**src/rtl/whps_pkg.sv**
```systemverilog
// Shared constants, command and status types of the WAV header skipping sampler.
`default_nettype none
package whps_pkg;

    localparam int HEADER_BYTES = 12;
    localparam int CHUNK_BYTES  = 8;
    localparam int POS_W        = 4;
    localparam int REPLAY_W     = 3;

    localparam logic [POS_W-1:0]    HDR_LAST     = POS_W'(HEADER_BYTES - 1);
    localparam logic [POS_W-1:0]    CHUNK_LAST   = POS_W'(CHUNK_BYTES - 1);
    localparam logic [REPLAY_W-1:0] REPLAY_LAST  = REPLAY_W'(HEADER_BYTES / 2 - 1);

    localparam logic [7:0]  CH_R = 8'h52;
    localparam logic [7:0]  CH_I = 8'h49;
    localparam logic [7:0]  CH_F = 8'h46;
    localparam logic [7:0]  CH_W = 8'h57;
    localparam logic [7:0]  CH_A = 8'h41;
    localparam logic [7:0]  CH_V = 8'h56;
    localparam logic [7:0]  CH_E = 8'h45;
    localparam logic [31:0] TAG_DATA = 32'h61746164;

    typedef enum logic [2:0] {
        OP_NONE,
        OP_HEADER,
        OP_CHUNK,
        OP_SKIP,
        OP_AUDIO,
        OP_REPLAY
    } op_t;

    typedef struct packed {
        logic fire;
        op_t  op;
        logic clear;
        logic replay_last;
    } cmd_t;

    typedef struct packed {
        logic out_free;
        logic hdr_done;
        logic hdr_is_wav;
        logic chunk_done;
        logic tag_is_data;
        logic size_nonzero;
        logic skip_last;
    } status_t;

endpackage
`default_nettype wire

```
**src/rtl/whps_dp.sv**
```systemverilog
// Datapath: header shift line, chunk tag and size registers, sample pairing and output register.
`default_nettype none
module whps_dp (
    input  wire logic             clk,
    input  wire logic             rst_n,
    input  wire logic [7:0]       data_byte,
    input  wire whps_pkg::cmd_t   cmd,
    output whps_pkg::status_t     status,
    output logic                  sample_valid,
    input  wire logic             sample_ready,
    output logic signed [15:0]    sample,
    output logic                  is_wav,
    output logic                  last_in_run
);

    logic [7:0]                 hdr_reg  [whps_pkg::HEADER_BYTES];
    logic [7:0]                 hdr_next [whps_pkg::HEADER_BYTES];
    logic [whps_pkg::POS_W-1:0] pos_reg, pos_next;
    logic [31:0]                tag_reg, tag_next;
    logic [31:0]                skip_reg, skip_next;
    logic [7:0]                 pend_reg, pend_next;
    logic                       held_reg, held_next;
    logic                       wav_reg, wav_next;
    logic                       out_valid_reg, out_valid_next;
    logic [15:0]                sample_reg, sample_next;
    logic                       is_wav_reg, is_wav_next;
    logic                       last_reg, last_next;
    logic                       load;
    logic                       run;

    assign run = cmd.fire || (cmd.op == whps_pkg::OP_REPLAY);

    // Status is taken from the registers, sample_ready and the byte on offer in this cycle.
    always_comb
    begin
        status.out_free     = !out_valid_reg || sample_ready;
        status.hdr_done     = (pos_reg == whps_pkg::HDR_LAST);
        status.hdr_is_wav   = (hdr_reg[1] == whps_pkg::CH_R) && (hdr_reg[2] == whps_pkg::CH_I) &&
                              (hdr_reg[3] == whps_pkg::CH_F) && (hdr_reg[4] == whps_pkg::CH_F) &&
                              (hdr_reg[9] == whps_pkg::CH_W) && (hdr_reg[10] == whps_pkg::CH_A) &&
                              (hdr_reg[11] == whps_pkg::CH_V) && (data_byte == whps_pkg::CH_E);
        status.chunk_done   = (pos_reg == whps_pkg::CHUNK_LAST);
        status.tag_is_data  = (tag_reg == whps_pkg::TAG_DATA);
        status.size_nonzero = ({data_byte, skip_reg[23:0]} != 32'd0);
        status.skip_last    = (skip_reg == 32'd1);
    end

    always_comb
    begin
        hdr_next       = hdr_reg;
        pos_next       = pos_reg;
        tag_next       = tag_reg;
        skip_next      = skip_reg;
        pend_next      = pend_reg;
        held_next      = held_reg;
        wav_next       = wav_reg;
        load           = 1'b0;
        sample_next    = sample_reg;
        is_wav_next    = is_wav_reg;
        last_next      = last_reg;
        if (run)
        begin
            case (cmd.op)
                whps_pkg::OP_HEADER:
                begin
                    // The header enters at the top and moves down, so byte 0 ends at entry 0.
                    for (int i = 0; i < whps_pkg::HEADER_BYTES - 1; i++)
                    begin
                        hdr_next[i] = hdr_reg[i+1];
                    end
                    hdr_next[whps_pkg::HEADER_BYTES-1] = data_byte;
                    if (status.hdr_done)
                    begin
                        pos_next  = '0;
                        wav_next  = status.hdr_is_wav;
                        tag_next  = 32'd0;
                        skip_next = 32'd0;
                    end
                    else
                    begin
                        pos_next = pos_reg + 1'b1;
                    end
                end
                whps_pkg::OP_CHUNK:
                begin
                    for (int l = 0; l < 4; l++)
                    begin
                        if (pos_reg[1:0] == 2'(l))
                        begin
                            if (pos_reg[2])
                            begin
                                skip_next[8*l +: 8] = data_byte;
                            end
                            else
                            begin
                                tag_next[8*l +: 8] = data_byte;
                            end
                        end
                    end
                    if (status.chunk_done)
                    begin
                        pos_next = '0;
                        tag_next = 32'd0;
                        if (status.tag_is_data || !status.size_nonzero)
                        begin
                            skip_next = 32'd0;
                        end
                    end
                    else
                    begin
                        pos_next = pos_reg + 1'b1;
                    end
                end
                whps_pkg::OP_SKIP:
                begin
                    skip_next = skip_reg - 32'd1;
                end
                whps_pkg::OP_AUDIO:
                begin
                    if (held_reg)
                    begin
                        load        = 1'b1;
                        sample_next = {data_byte, pend_reg};
                        is_wav_next = wav_reg;
                        last_next   = 1'b1;
                        held_next   = 1'b0;
                    end
                    else
                    begin
                        pend_next = data_byte;
                        held_next = 1'b1;
                    end
                end
                whps_pkg::OP_REPLAY:
                begin
                    load        = 1'b1;
                    sample_next = {hdr_reg[1], hdr_reg[0]};
                    is_wav_next = wav_reg;
                    last_next   = cmd.replay_last;
                    for (int i = 0; i < whps_pkg::HEADER_BYTES - 2; i++)
                    begin
                        hdr_next[i] = hdr_reg[i+2];
                    end
                end
                default:
                begin
                end
            endcase
        end
        if (cmd.clear)
        begin
            pos_next  = '0;
            tag_next  = 32'd0;
            skip_next = 32'd0;
            pend_next = 8'd0;
            held_next = 1'b0;
            wav_next  = 1'b0;
        end
        if (load)
        begin
            out_valid_next = 1'b1;
        end
        else if (sample_ready)
        begin
            out_valid_next = 1'b0;
        end
        else
        begin
            out_valid_next = out_valid_reg;
        end
    end

    always_ff @(posedge clk or negedge rst_n)
    begin
        if (!rst_n)
        begin
            pos_reg       <= '0;
            tag_reg       <= 32'd0;
            skip_reg      <= 32'd0;
            pend_reg      <= 8'd0;
            held_reg      <= 1'b0;
            wav_reg       <= 1'b0;
            out_valid_reg <= 1'b0;
        end
        else
        begin
            pos_reg       <= pos_next;
            tag_reg       <= tag_next;
            skip_reg      <= skip_next;
            pend_reg      <= pend_next;
            held_reg      <= held_next;
            wav_reg       <= wav_next;
            out_valid_reg <= out_valid_next;
        end
    end

    always_ff @(posedge clk)
    begin
        hdr_reg    <= hdr_next;
        sample_reg <= sample_next;
        is_wav_reg <= is_wav_next;
        last_reg   <= last_next;
    end

    assign sample_valid = out_valid_reg;
    assign sample       = $signed(sample_reg);
    assign is_wav       = is_wav_reg;
    assign last_in_run  = last_reg;

endmodule
`default_nettype wire

```
**src/rtl/whps_ctrl.sv**
```systemverilog
// Controller: file phase state machine and raw header replay sequencing.
`default_nettype none
module whps_ctrl (
    input  wire logic              clk,
    input  wire logic              rst_n,
    input  wire logic              byte_valid,
    output logic                   byte_ready,
    input  wire logic              end_of_file,
    input  wire whps_pkg::status_t status,
    output whps_pkg::cmd_t         cmd
);

    typedef enum logic [2:0] {
        ST_HEADER,
        ST_CHUNK,
        ST_SKIP,
        ST_AUDIO,
        ST_REPLAY
    } state_t;

    state_t                        state_reg, state_next;
    logic [whps_pkg::REPLAY_W-1:0] cnt_reg, cnt_next;
    logic                          eof_pend_reg, eof_pend_next;
    logic                          fire;

    // No request is taken while the raw header is replayed or the output is full.
    assign byte_ready = (state_reg != ST_REPLAY) && status.out_free;
    assign fire       = byte_valid && byte_ready;

    always_comb
    begin
        state_next      = state_reg;
        cnt_next        = cnt_reg;
        eof_pend_next   = eof_pend_reg;
        cmd.fire        = fire;
        cmd.op          = whps_pkg::OP_NONE;
        cmd.clear       = fire && end_of_file;
        cmd.replay_last = (cnt_reg == whps_pkg::REPLAY_LAST);
        case (state_reg)
            ST_HEADER:
            begin
                if (fire)
                begin
                    cmd.op = whps_pkg::OP_HEADER;
                    if (status.hdr_done && !status.hdr_is_wav)
                    begin
                        state_next    = ST_REPLAY;
                        cnt_next      = '0;
                        eof_pend_next = end_of_file;
                    end
                    else if (status.hdr_done && !end_of_file)
                    begin
                        state_next = ST_CHUNK;
                    end
                end
            end
            ST_CHUNK:
            begin
                if (fire)
                begin
                    cmd.op = whps_pkg::OP_CHUNK;
                    if (end_of_file)
                    begin
                        state_next = ST_HEADER;
                    end
                    else if (status.chunk_done && status.tag_is_data)
                    begin
                        state_next = ST_AUDIO;
                    end
                    else if (status.chunk_done && status.size_nonzero)
                    begin
                        state_next = ST_SKIP;
                    end
                end
            end
            ST_SKIP:
            begin
                if (fire)
                begin
                    cmd.op = whps_pkg::OP_SKIP;
                    if (end_of_file)
                    begin
                        state_next = ST_HEADER;
                    end
                    else if (status.skip_last)
                    begin
                        state_next = ST_CHUNK;
                    end
                end
            end
            ST_AUDIO:
            begin
                if (fire)
                begin
                    cmd.op = whps_pkg::OP_AUDIO;
                    if (end_of_file)
                    begin
                        state_next = ST_HEADER;
                    end
                end
            end
            ST_REPLAY:
            begin
                if (status.out_free)
                begin
                    cmd.op   = whps_pkg::OP_REPLAY;
                    cnt_next = cnt_reg + 1'b1;
                    if (cnt_reg == whps_pkg::REPLAY_LAST)
                    begin
                        state_next = eof_pend_reg ? ST_HEADER : ST_AUDIO;
                    end
                end
            end
            default:
            begin
                state_next = ST_HEADER;
            end
        endcase
    end

    always_ff @(posedge clk or negedge rst_n)
    begin
        if (!rst_n)
        begin
            state_reg    <= ST_HEADER;
            cnt_reg      <= '0;
            eof_pend_reg <= 1'b0;
        end
        else
        begin
            state_reg    <= state_next;
            cnt_reg      <= cnt_next;
            eof_pend_reg <= eof_pend_next;
        end
    end

    a_replay_count: assert property (@(posedge clk) disable iff (!rst_n)
        state_reg == ST_REPLAY |-> cnt_reg <= whps_pkg::REPLAY_LAST)
        else $error("replay counter ran past the last header sample");

    a_replay_exit: assert property (@(posedge clk) disable iff (!rst_n)
        (state_reg == ST_REPLAY && status.out_free && cnt_reg == whps_pkg::REPLAY_LAST)
        |=> state_reg != ST_REPLAY)
        else $error("replay did not end after six samples");

    a_fire_free: assert property (@(posedge clk) disable iff (!rst_n)
        fire |-> status.out_free && state_reg != ST_REPLAY)
        else $error("request taken while output full or replaying");

    a_eof_home: assert property (@(posedge clk) disable iff (!rst_n)
        (fire && end_of_file && state_reg != ST_HEADER) |=> state_reg == ST_HEADER)
        else $error("end of file did not return to header collection");

endmodule
`default_nettype wire

```
**src/rtl/wav_header_skip_pcm_sampler.sv**
```systemverilog
// Top level of the WAV header skipping PCM sampler: controller and datapath.
// A sample is on the output register in the cycle after the byte that completes it.
// Throughput: one byte per cycle while the output is drained; header and skipped bytes too.
// A raw (non-WAV) header is replayed as six samples, one per output register load while
// the output is free, during which no byte is taken.
// Reset clears all control state at once; the header shift line needs no clearing.
`default_nettype none
module wav_header_skip_pcm_sampler (
    input  wire logic        clk,
    input  wire logic        rst_n,
    input  wire logic        byte_valid,
    output logic             byte_ready,
    input  wire logic [7:0]  data_byte,
    input  wire logic        end_of_file,
    output logic             sample_valid,
    input  wire logic        sample_ready,
    output logic signed [15:0] sample,
    output logic             is_wav,
    output logic             last_in_run
);

    whps_pkg::cmd_t    cmd;
    whps_pkg::status_t status;

    whps_ctrl u_ctrl (
        .clk         (clk),
        .rst_n       (rst_n),
        .byte_valid  (byte_valid),
        .byte_ready  (byte_ready),
        .end_of_file (end_of_file),
        .status      (status),
        .cmd         (cmd)
    );

    whps_dp u_dp (
        .clk          (clk),
        .rst_n        (rst_n),
        .data_byte    (data_byte),
        .cmd          (cmd),
        .status       (status),
        .sample_valid (sample_valid),
        .sample_ready (sample_ready),
        .sample       (sample),
        .is_wav       (is_wav),
        .last_in_run  (last_in_run)
    );

endmodule
`default_nettype wire
```
**config.mk**
```make
export PLATFORM = sky130hd
export DESIGN_NAME = wav_header_skip_pcm_sampler
export DESIGN_NICKNAME = d
export VERILOG_FILES = /design/src/rtl/whps_pkg.sv /design/src/rtl/whps_dp.sv /design/src/rtl/whps_ctrl.sv /design/src/rtl/wav_header_skip_pcm_sampler.sv
export SDC_FILE = /design/constraint.sdc
export NUM_CORES = 1
export LEC_CHECK = 0
export ABC_AREA = 1
export ABC_CLOCK_PERIOD_IN_PS = 13100
export BUFFER_PORTS_ARGS = -buffer_cell sky130_fd_sc_hd__clkbuf_2
export CELL_PAD_IN_SITES_DETAIL_PLACEMENT = 1
export CELL_PAD_IN_SITES_GLOBAL_PLACEMENT = 1
export CORE_UTILIZATION = 36
export DETAILED_ROUTE_END_ITERATION = 10
export PLACE_DENSITY = 0.67
export SYNTH_ARGS = -nofsm -noshare
export SYNTH_HDL_FRONTEND = slang
export SYNTH_SLANG_ARGS = --single-unit
```
**constraint.sdc**
```tcl
create_clock -name clk -period 13.1 [get_ports clk]
set_input_delay 1.965 -clock clk [delete_from_list [all_inputs] [get_ports clk]]
set_output_delay 1.965 -clock clk [all_outputs]
set_load 0.02 [all_outputs]
```
After elaboration in Yosys (flattened, before gate mapping)
Index checks and enable logic that the tools add are counted. W data, S select, Z words.

Equality and inequality tests: 45. $add $sub $neg: 3. Muxes and demuxes: 78. Reduce and logical (&&, ||, !) cells: 49.

Operators by type and width (count): $mux W32 (8); $pmux W80 S2 (1); $mux W8 (17); $pmux W32 S3 (1); $eq A8 B7 Y1 const B (8); $pmux W32 S2 (1); $mux W3 (19); $eq A32 B1 Y1 const B (1); $eq A32 B31 Y1 const B (1); $pmux W16 S2 (1); $reduce_bool A32 Y1 (1); $sub A32 B1 Y32 const B (1); $pmux W3 S5 (2); $reduce_and A5 Y1 (4); $mux W16 (1); $mux W4 (4); $ne A2 B1 Y1 const B (8); $ne A4 B3 Y1 const B (4); $reduce_bool A2 Y1 (8); $mux W1 (15); $reduce_and A3 Y1 (5); $logic_and A1 B1 Y1 (14); $eq A3 B2 Y1 const B (4); $eq A3 B3 Y1 const B (4); other kinds (25) (42).

Output and inout port bits: 20. Input port bits: 13. Register bits after elaboration: 200.

Depth between registers and ports, before layout
Gate-level depths: netlist of the first run.

Word-level depth: 13. Gate-level depth with buffers: 13. Depth with buffers taken out: 13.

By module
Synthesis of the first run repeated with hierarchy kept, for this count alone.

Cell total of the unflattened synthesis: 1378. Area, all modules: 10749.1 µm².

Modules (own cells, without submodules): whps_dp (sequential area each 5400.2 µm², cells an instance 1284, area each 10146.0 µm², times used 1); whps_ctrl (sequential area each 175.2 µm², cells an instance 94, area each 603.1 µm², times used 1).

Worst setup path after synthesis of the first run
No wires, ideal clock.

Kind: input to register. Start point: in sample_ready. End point: reg u_ctrl.cnt_reg[2] in the netlist's numbering. Slack: 6.613 ns. Data arrival time: 6.387 ns. Stages on the path: 6. Required time: 13.000 ns. Library setup time: 0.100 ns. Cells stage by stage: inv_1 -> nand2_1 -> o21ai_0 -> nor2_1 -> nand2_1 -> o21ai_0.

Cells in the longest elaborated chain, start to end: 5.

RTL lines: from (decl) (line wav_header_skip_pcm_sampler.sv:16) `input wire logic sample_ready,`; $logic_or A1 B1 Y1 * (line whps_dp.sv:36) `status.out_free = !out_valid_reg || sample_ready;`; $logic_and A1 B1 Y1 (line whps_ctrl.sv:27) `assign byte_ready = (state_reg != ST_REPLAY) && status.out_free;`; $logic_and A1 B1 Y1 (line whps_ctrl.sv:28) `assign fire = byte_valid && byte_ready;`; $ne A2 B1 Y1 (no line); $reduce_and A4 Y1 (no line) *; to (signal assigned) (line whps_ctrl.sv:132) `cnt_reg <= cnt_next;`; to (decl) (line whps_ctrl.sv:22) `logic [whps_pkg::REPLAY_W-1:0] cnt_reg, cnt_next;`.

Mark *: on every way between the ends. The rest lies on a longest branch, timed or not. A chain may end at the register's enable or synchronous reset.

Worst setup path in the final report of the first run
Start point: in sample_ready. End point: out byte_ready.

Cells in the longest elaborated chain, start to end: 2.

RTL lines: $logic_or A1 B1 Y1 (line whps_dp.sv:36); $logic_and A1 B1 Y1 (line whps_ctrl.sv:27); to (decl) (line wav_header_skip_pcm_sampler.sv:12) `output logic byte_ready,`.

Every way passes these cells.

==> flow_summary.ini, run 1 <==
[cts]
cts_tree = done
root_buffer = clkbuf_16
clkLatencyLatePin_ns = 0.45
cts_max_path_buffers = 2
cts_buffers = 17
cts_hold_buf = 0
htreeDepth = 4
cts_resized = 0
post_cts.repair.setup_buffers = 0
cts_sinks = 200
path_clk_slew_ns = 0.08

[global_routing]
grt-ovfl-total = 0
grt_use_met3 = 0.0308
grt_pass1_wl_mm = 49.4
first_global_vias = 9143
grt_max_degree = 122
use_met2 = 0.333
antenna_found_initial = 0
grt_util_met1 = 0.296
grtUsageTotal = 0.206
grt-busiest-layer = met2

[critical_path]
cp-end-kind = output port
cp_max_fo = 4
cp.arrival_ns = 2.70
crit_slowest_cell = clkbuf_2
crit_type = in2out
cpPeakStageDelay_ns = 0.19
crit_chain = clkbuf_2, inv_1, nand2_1, inv_1, nor2_1, clkbuf_2
cpLargestDelayFamily = buffers and inverters
critical_path_required_ns = 11.14
worst-path-buf-inv = 4
cp-start-kind = input pin

[layout]
nFillCells = 3565
largest_reg_flops = 96
final_common_cell = nand2_1
nNetsFinal = 1406
area_growth_pct = 10.4
final_cell_mix = nand2_1, nor2_1, edfxtp_1
drive_above_1_share = 0.0787
postLayoutCellArea_um2 = 11800

[power_and_ir_drop]
leakage_nw = 5.50
power.total_w = 0.00289
peakVddDrop_v = 0.0000976
p_per_area_nw_per_um2 = 244

[yosys]
ys_seq_area_frac = 0.521
avgSynthCellArea_um2 = 7.79
synth-edff-count = 114
synth-main-ff-cell = edfxtp_1
syn_inst = 1373
async_reset_ff_frac = 0.430
synthesis.area_um2 = 10700
ys_ff_latch = 200
ys_types = 34
yosysWarnings = 0
synth_nets = 1395

[drt]
dr.pass1.iters = 5
vias = 8884
wl_per_cell_um = 16.7
via_per_inst = 4.98
wirelength_mm = 29.8
initialDrtViolationCount = 717
drcViolationCount = 0
ant_nets = 0

[floorplanning]
dieArea_um2 = 30400
die_h_um = 174
num_rows = 62
io_pins = 33
start_util = 0.370
die_x_um = 174
coreArea_um2 = 28900

[placement]
gp_congestion = 0.804
pre_cts_ws_ns = 8.43
dpl_cell_area_um2 = 11200
io_buffer_count = 32
place_hpwl_mm = 19.4

[sta]
fin_crit_ns = 4.67
rsz0062_at_grt = false
layout_setup_ws_ns = 8.43
final_hold_viol_count = 0
clock_skew_ns = 0.0165
hold_ws_ns = 0.473
fin_tns_setup_ns = 0
setup_viol = 0
drv_slew = 0
worstMarginPinSlew_ns = 1.14
timing.final.crit_share = 0.356
timing.fmax_mhz = 214
slew_headroom = 0.239

[flow_run]
maxCapViolCount = 0

[hold_path]
hold_path.class = reg2reg

[status]
outcome = finished, final reports clean
==> worst register-to-register path: stages, from the launching register on <==
cell	delay (ns)
dfrtp_1	0.43
nor2_2	0.21
nand2_2	0.16
nand3_4	0.17
nor2_4	0.08
inv_2	0.68
nand3_4	0.36
nor2_4	0.29
nor2_8	0.12
nand2_2	0.20
nand2_1	0.08
nand2_1	0.06
==> where the power goes <==
part           switching (W)  internal (W)  leakage [nW]
sequential          0.000150      0.000903          2.25
combinational       0.000896      0.000400          2.96
clock               0.000278      0.000259         0.290
==> Yosys cell counts (all sizes together) (3+ instances only) <==
master / n / area [µm²]
nor2: 153 / 656
dfrtp: 86 / 2150
or2: 8 / 50.1
o21bai: 3 / 22.5
nand4: 41 / 257
o22ai: 3 / 18.8
buf: 24 / 123
nand2: 574 / 2170
o21ai: 105 / 526
a21oi: 4 / 20.0
clkbuf: 23 / 86.3
nand3: 97 / 515
ha: 9 / 113
xor2: 4 / 35.0
nand3b: 3 / 22.5
inv: 109 / 409
edfxtp: 114 / 3420
nor3: 5 / 36.3
==> layer usage <==
layer,up-vias,routed length (µm),share of wire
met5,-,0,0
met4,0,152,0.0051
met3,8,684,0.023
met2,104,13800,0.46
met1,4316,15200,0.51
li1,4456,-,-
==> kinds of logic (layout without fill, tap and decap cells) <==
kind of cell	Yosys count	count (layout)	share of synthesized area
flops	200	200	0.521
fa+ha+maj	9	9	0.0105
xor+xnor	4	4	0.00328
simple gates	884	884	0.348
other cells	0	2	0
mux	1	1	0.00105
buf+inv	156	180	0.0578
compound gates	119	119	0.0579
==> metrics by stage <==
step / util / instances
after floorplan: - / 1373
after global placement: 0.387 / 1749
after detailed placement: 0.387 / 1749
after CTS: 0.408 / 1781
after global routing: 0.408 / 1781
final: 0.408 / 1783
==> cell type report <==
| class | count | area (µm²) | area share |
|---|---|---|---|
| Sequential cell | 200 | 5580 | 0.472 |
| Clock inverter | 15 | 174 | 0.0147 |
| Antenna cell | 2 | 5.00 | 0.000424 |
| Inverter | 109 | 409 | 0.0347 |
| Timing Repair Buffer | 39 | 215 | 0.0182 |
| Clock buffer | 17 | 425 | 0.0360 |
| Tap cell | 384 | 480 | 0.0407 |
| Multi-Input combinational cell | 1017 | 4520 | 0.383 |
==> final timing paths <==
| path | startpoint | end | slack, ns | cells after the start |
|---|---|---|---|---|
| min in group asynchronous | rst_n | u_dp.sample_valid | 1.47 | 1 |
| setup reg to reg | u_ctrl.state_reg[0] | u_dp.tag_reg[0] | 10.19 | 11 |
| hold / removal | u_dp.tag_reg[23] | u_dp.tag_reg[23] | 0.47 | 2 |
| hold reg to reg | u_dp.tag_reg[23] | u_dp.tag_reg[23] | 0.47 | 2 |
| max in group asynchronous | rst_n | u_dp.skip_reg[29] | 10.52 | 2 |
| setup / recovery | sample_ready | byte_ready | 8.43 | 6 |
Power figures use the tool's default switching activity.
==> inputs of run 2 (changes only) <==
--- a/config.mk
+++ b/config.mk
@@ -6,7 +6,7 @@
 export NUM_CORES = 1
 export LEC_CHECK = 0
 export ABC_AREA = 1
-export ABC_CLOCK_PERIOD_IN_PS = 13100
+export ABC_CLOCK_PERIOD_IN_PS = 4600
 export BUFFER_PORTS_ARGS = -buffer_cell sky130_fd_sc_hd__clkbuf_2
 export CELL_PAD_IN_SITES_DETAIL_PLACEMENT = 1
 export CELL_PAD_IN_SITES_GLOBAL_PLACEMENT = 1
==> constraint.sdc (replaced) <==
create_clock -name clk -period 4.6 [get_ports clk]
set_input_delay 0.69 -clock clk [delete_from_list [all_inputs] [get_ports clk]]
set_output_delay 0.69 -clock clk [all_outputs]
set_load 0.02 [all_outputs]
==> run 2 against run 1 <==
  * Count of clock-buffer cells in the layout unchanged
  * Wire length decreased by 0.25%
  * Sequential power increased to 2.9 times the previous value
  * Via count about the same
  * First-iteration DRC count decreased by 4.7%
  * Clock power increased to 3.0 times the previous value
  * Hold slack got worse by 0.13 ns
  * Global-route usage decreased by 0.063 points
  * Core utilization increased by 0.24 points
  * Largest cell class unchanged
  * Largest power group unchanged
  * Highest routed layer unchanged
==> flow_summary.ini, run 2 (same netlist as run 1, synthesis figures left out) <==
[drt]
vias = 8886
initialDrtViolationCount = 683
via_per_inst = 4.98
wl_per_cell_um = 16.7
drcViolationCount = 0
dr.pass1.iters = 5
ant_nets = 0
wirelength_mm = 29.8

[floorplanning]
die_h_um = 174
num_rows = 62
die_x_um = 174
dieArea_um2 = 30400
io_pins = 33
start_util = 0.370
coreArea_um2 = 28900

[cts]
htreeDepth = 4
post_cts.repair.setup_buffers = 0
cts_tree = done
cts_sinks = 200
cts_buffers = 17
cts_resized = 0
cts_hold_buf = 0
path_clk_slew_ns = 0.08
clkLatencyLatePin_ns = 0.45
cts_max_path_buffers = 2
root_buffer = clkbuf_16

[layout]
drive_above_1_share = 0.0814
diodes = 0
postLayoutCellArea_um2 = 11900
largest_reg_flops = 96
final_cell_mix = nand2_1, nor2_1, edfxtp_1
area_growth_pct = 11.0
final_common_cell = nand2_1
nNetsFinal = 1409

[sta]
drv_slew = 0
clock_skew_ns = 0.0127
worstMarginPinSlew_ns = 1.10
slew_headroom = 0.269
final_hold_viol_count = 0
rsz0062_at_grt = false
timing.fmax_mhz = 352
setup_viol = 0
fin_tns_setup_ns = 0
hold_ws_ns = 0.341
fin_crit_ns = 2.84
timing.final.crit_share = 0.617

[global_routing]
antenna_found_initial = 0
grt_max_degree = 125
grt-ovfl-total = 0
grt_pass1_wl_mm = 49.1
first_global_vias = 9041
grtUsageTotal = 0.206

[status]
outcome = finished, final reports clean

[placement]
dpl_cell_area_um2 = 11200
io_buffer_count = 32
place_hpwl_mm = 19.7
gp_congestion = 0.805

[critical_path]
cp.arrival_ns = 3.23
cp-end-kind = flip-flop
crit_type = reg2reg
critical_path_required_ns = 4.99
cp-start-kind = flip-flop
cp_max_fo = 21

[power_and_ir_drop]
leakage_nw = 5.54
p_per_area_nw_per_um2 = 704
peakVddDrop_v = 0.000330

[hold_path]
hold_path.class = in2async

[flow_run]
maxCapViolCount = 0
[run 2: layout make-up]
| type | instances | area, µm² |
|---|---|---|
| tap | 384 | 480 |
| clock buffer | 17 | 425 |
| sequential | 200 | 5580 |
| clock inverter | 15 | 213 |
| timing repair buffer | 42 | 250 |
| inverter | 109 | 409 |
| multi-input combinational | 1017 | 4520 |
| fill | 3563 | 17100 |
[run 2: worst paths after layout]
kind / start / endpoint / slack (ns) / cells past startpoint
max: u_dp.pos_reg[0] / u_dp.skip_reg[10] / 1.76 / 11
min reg2reg: u_dp.tag_reg[7] / u_dp.tag_reg[7] / 0.47 / 2
min: rst_n / u_dp.sample_valid / 0.34 / 1
max reg2reg: u_dp.pos_reg[0] / u_dp.skip_reg[10] / 1.76 / 11
max in group asynchronous: rst_n / u_dp.pend_reg[5] / 3.30 / 2
min in group clk: data_byte[2] / u_dp.hdr_reg[2] / 0.46 / 1
[run 2: routing by layer]
metal,up-vias,GRT usage,share of wire
met2,112,0.318,0.44
met4,0,0.0519,0.012
met5,-,0,0
li1,4470,-,-
met3,18,0.0357,0.031
met1,4286,0.297,0.52
[run 2: stage by stage]
stage,power (W),util,worst slack (ns),std cells
2_1_floorplan,0.00567,-,0.844,1373
3_3_place_gp,0.00665,0.388,1.81,1752
3_5_place_dp,0.00676,0.388,1.73,1752
4_1_cts,0.00843,0.410,1.77,1784
5_1_grt,0.00911,0.410,1.59,1784
6_report,0.00836,0.410,1.76,1784
[run 2: power by group]
group / switching [W] / total, W / internal (W) / leakage (nW)
logic: 0.00258 / 0.00373 / 0.00115 / 2.98
registers: 0.000430 / 0.00300 / 0.00257 / 2.25
clock network: 0.000817 / 0.00162 / 0.000806 / 0.311
total: 0.00383 / 0.00836 / 0.00453 / 5.54
[run 2: worst max-delay path, cell delays in order, from the launching register on]
cell and delay (ns):
dfrtp_1 0.44, ha_1 0.26, nand2_1 0.44, inv_1 0.09, nand2_1 0.23, inv_1 0.13
nand3_1 0.42, buf_4 0.39, nand4_1 0.16, nand2_1 0.10, nand2_1 0.05, nand2_1 0.08
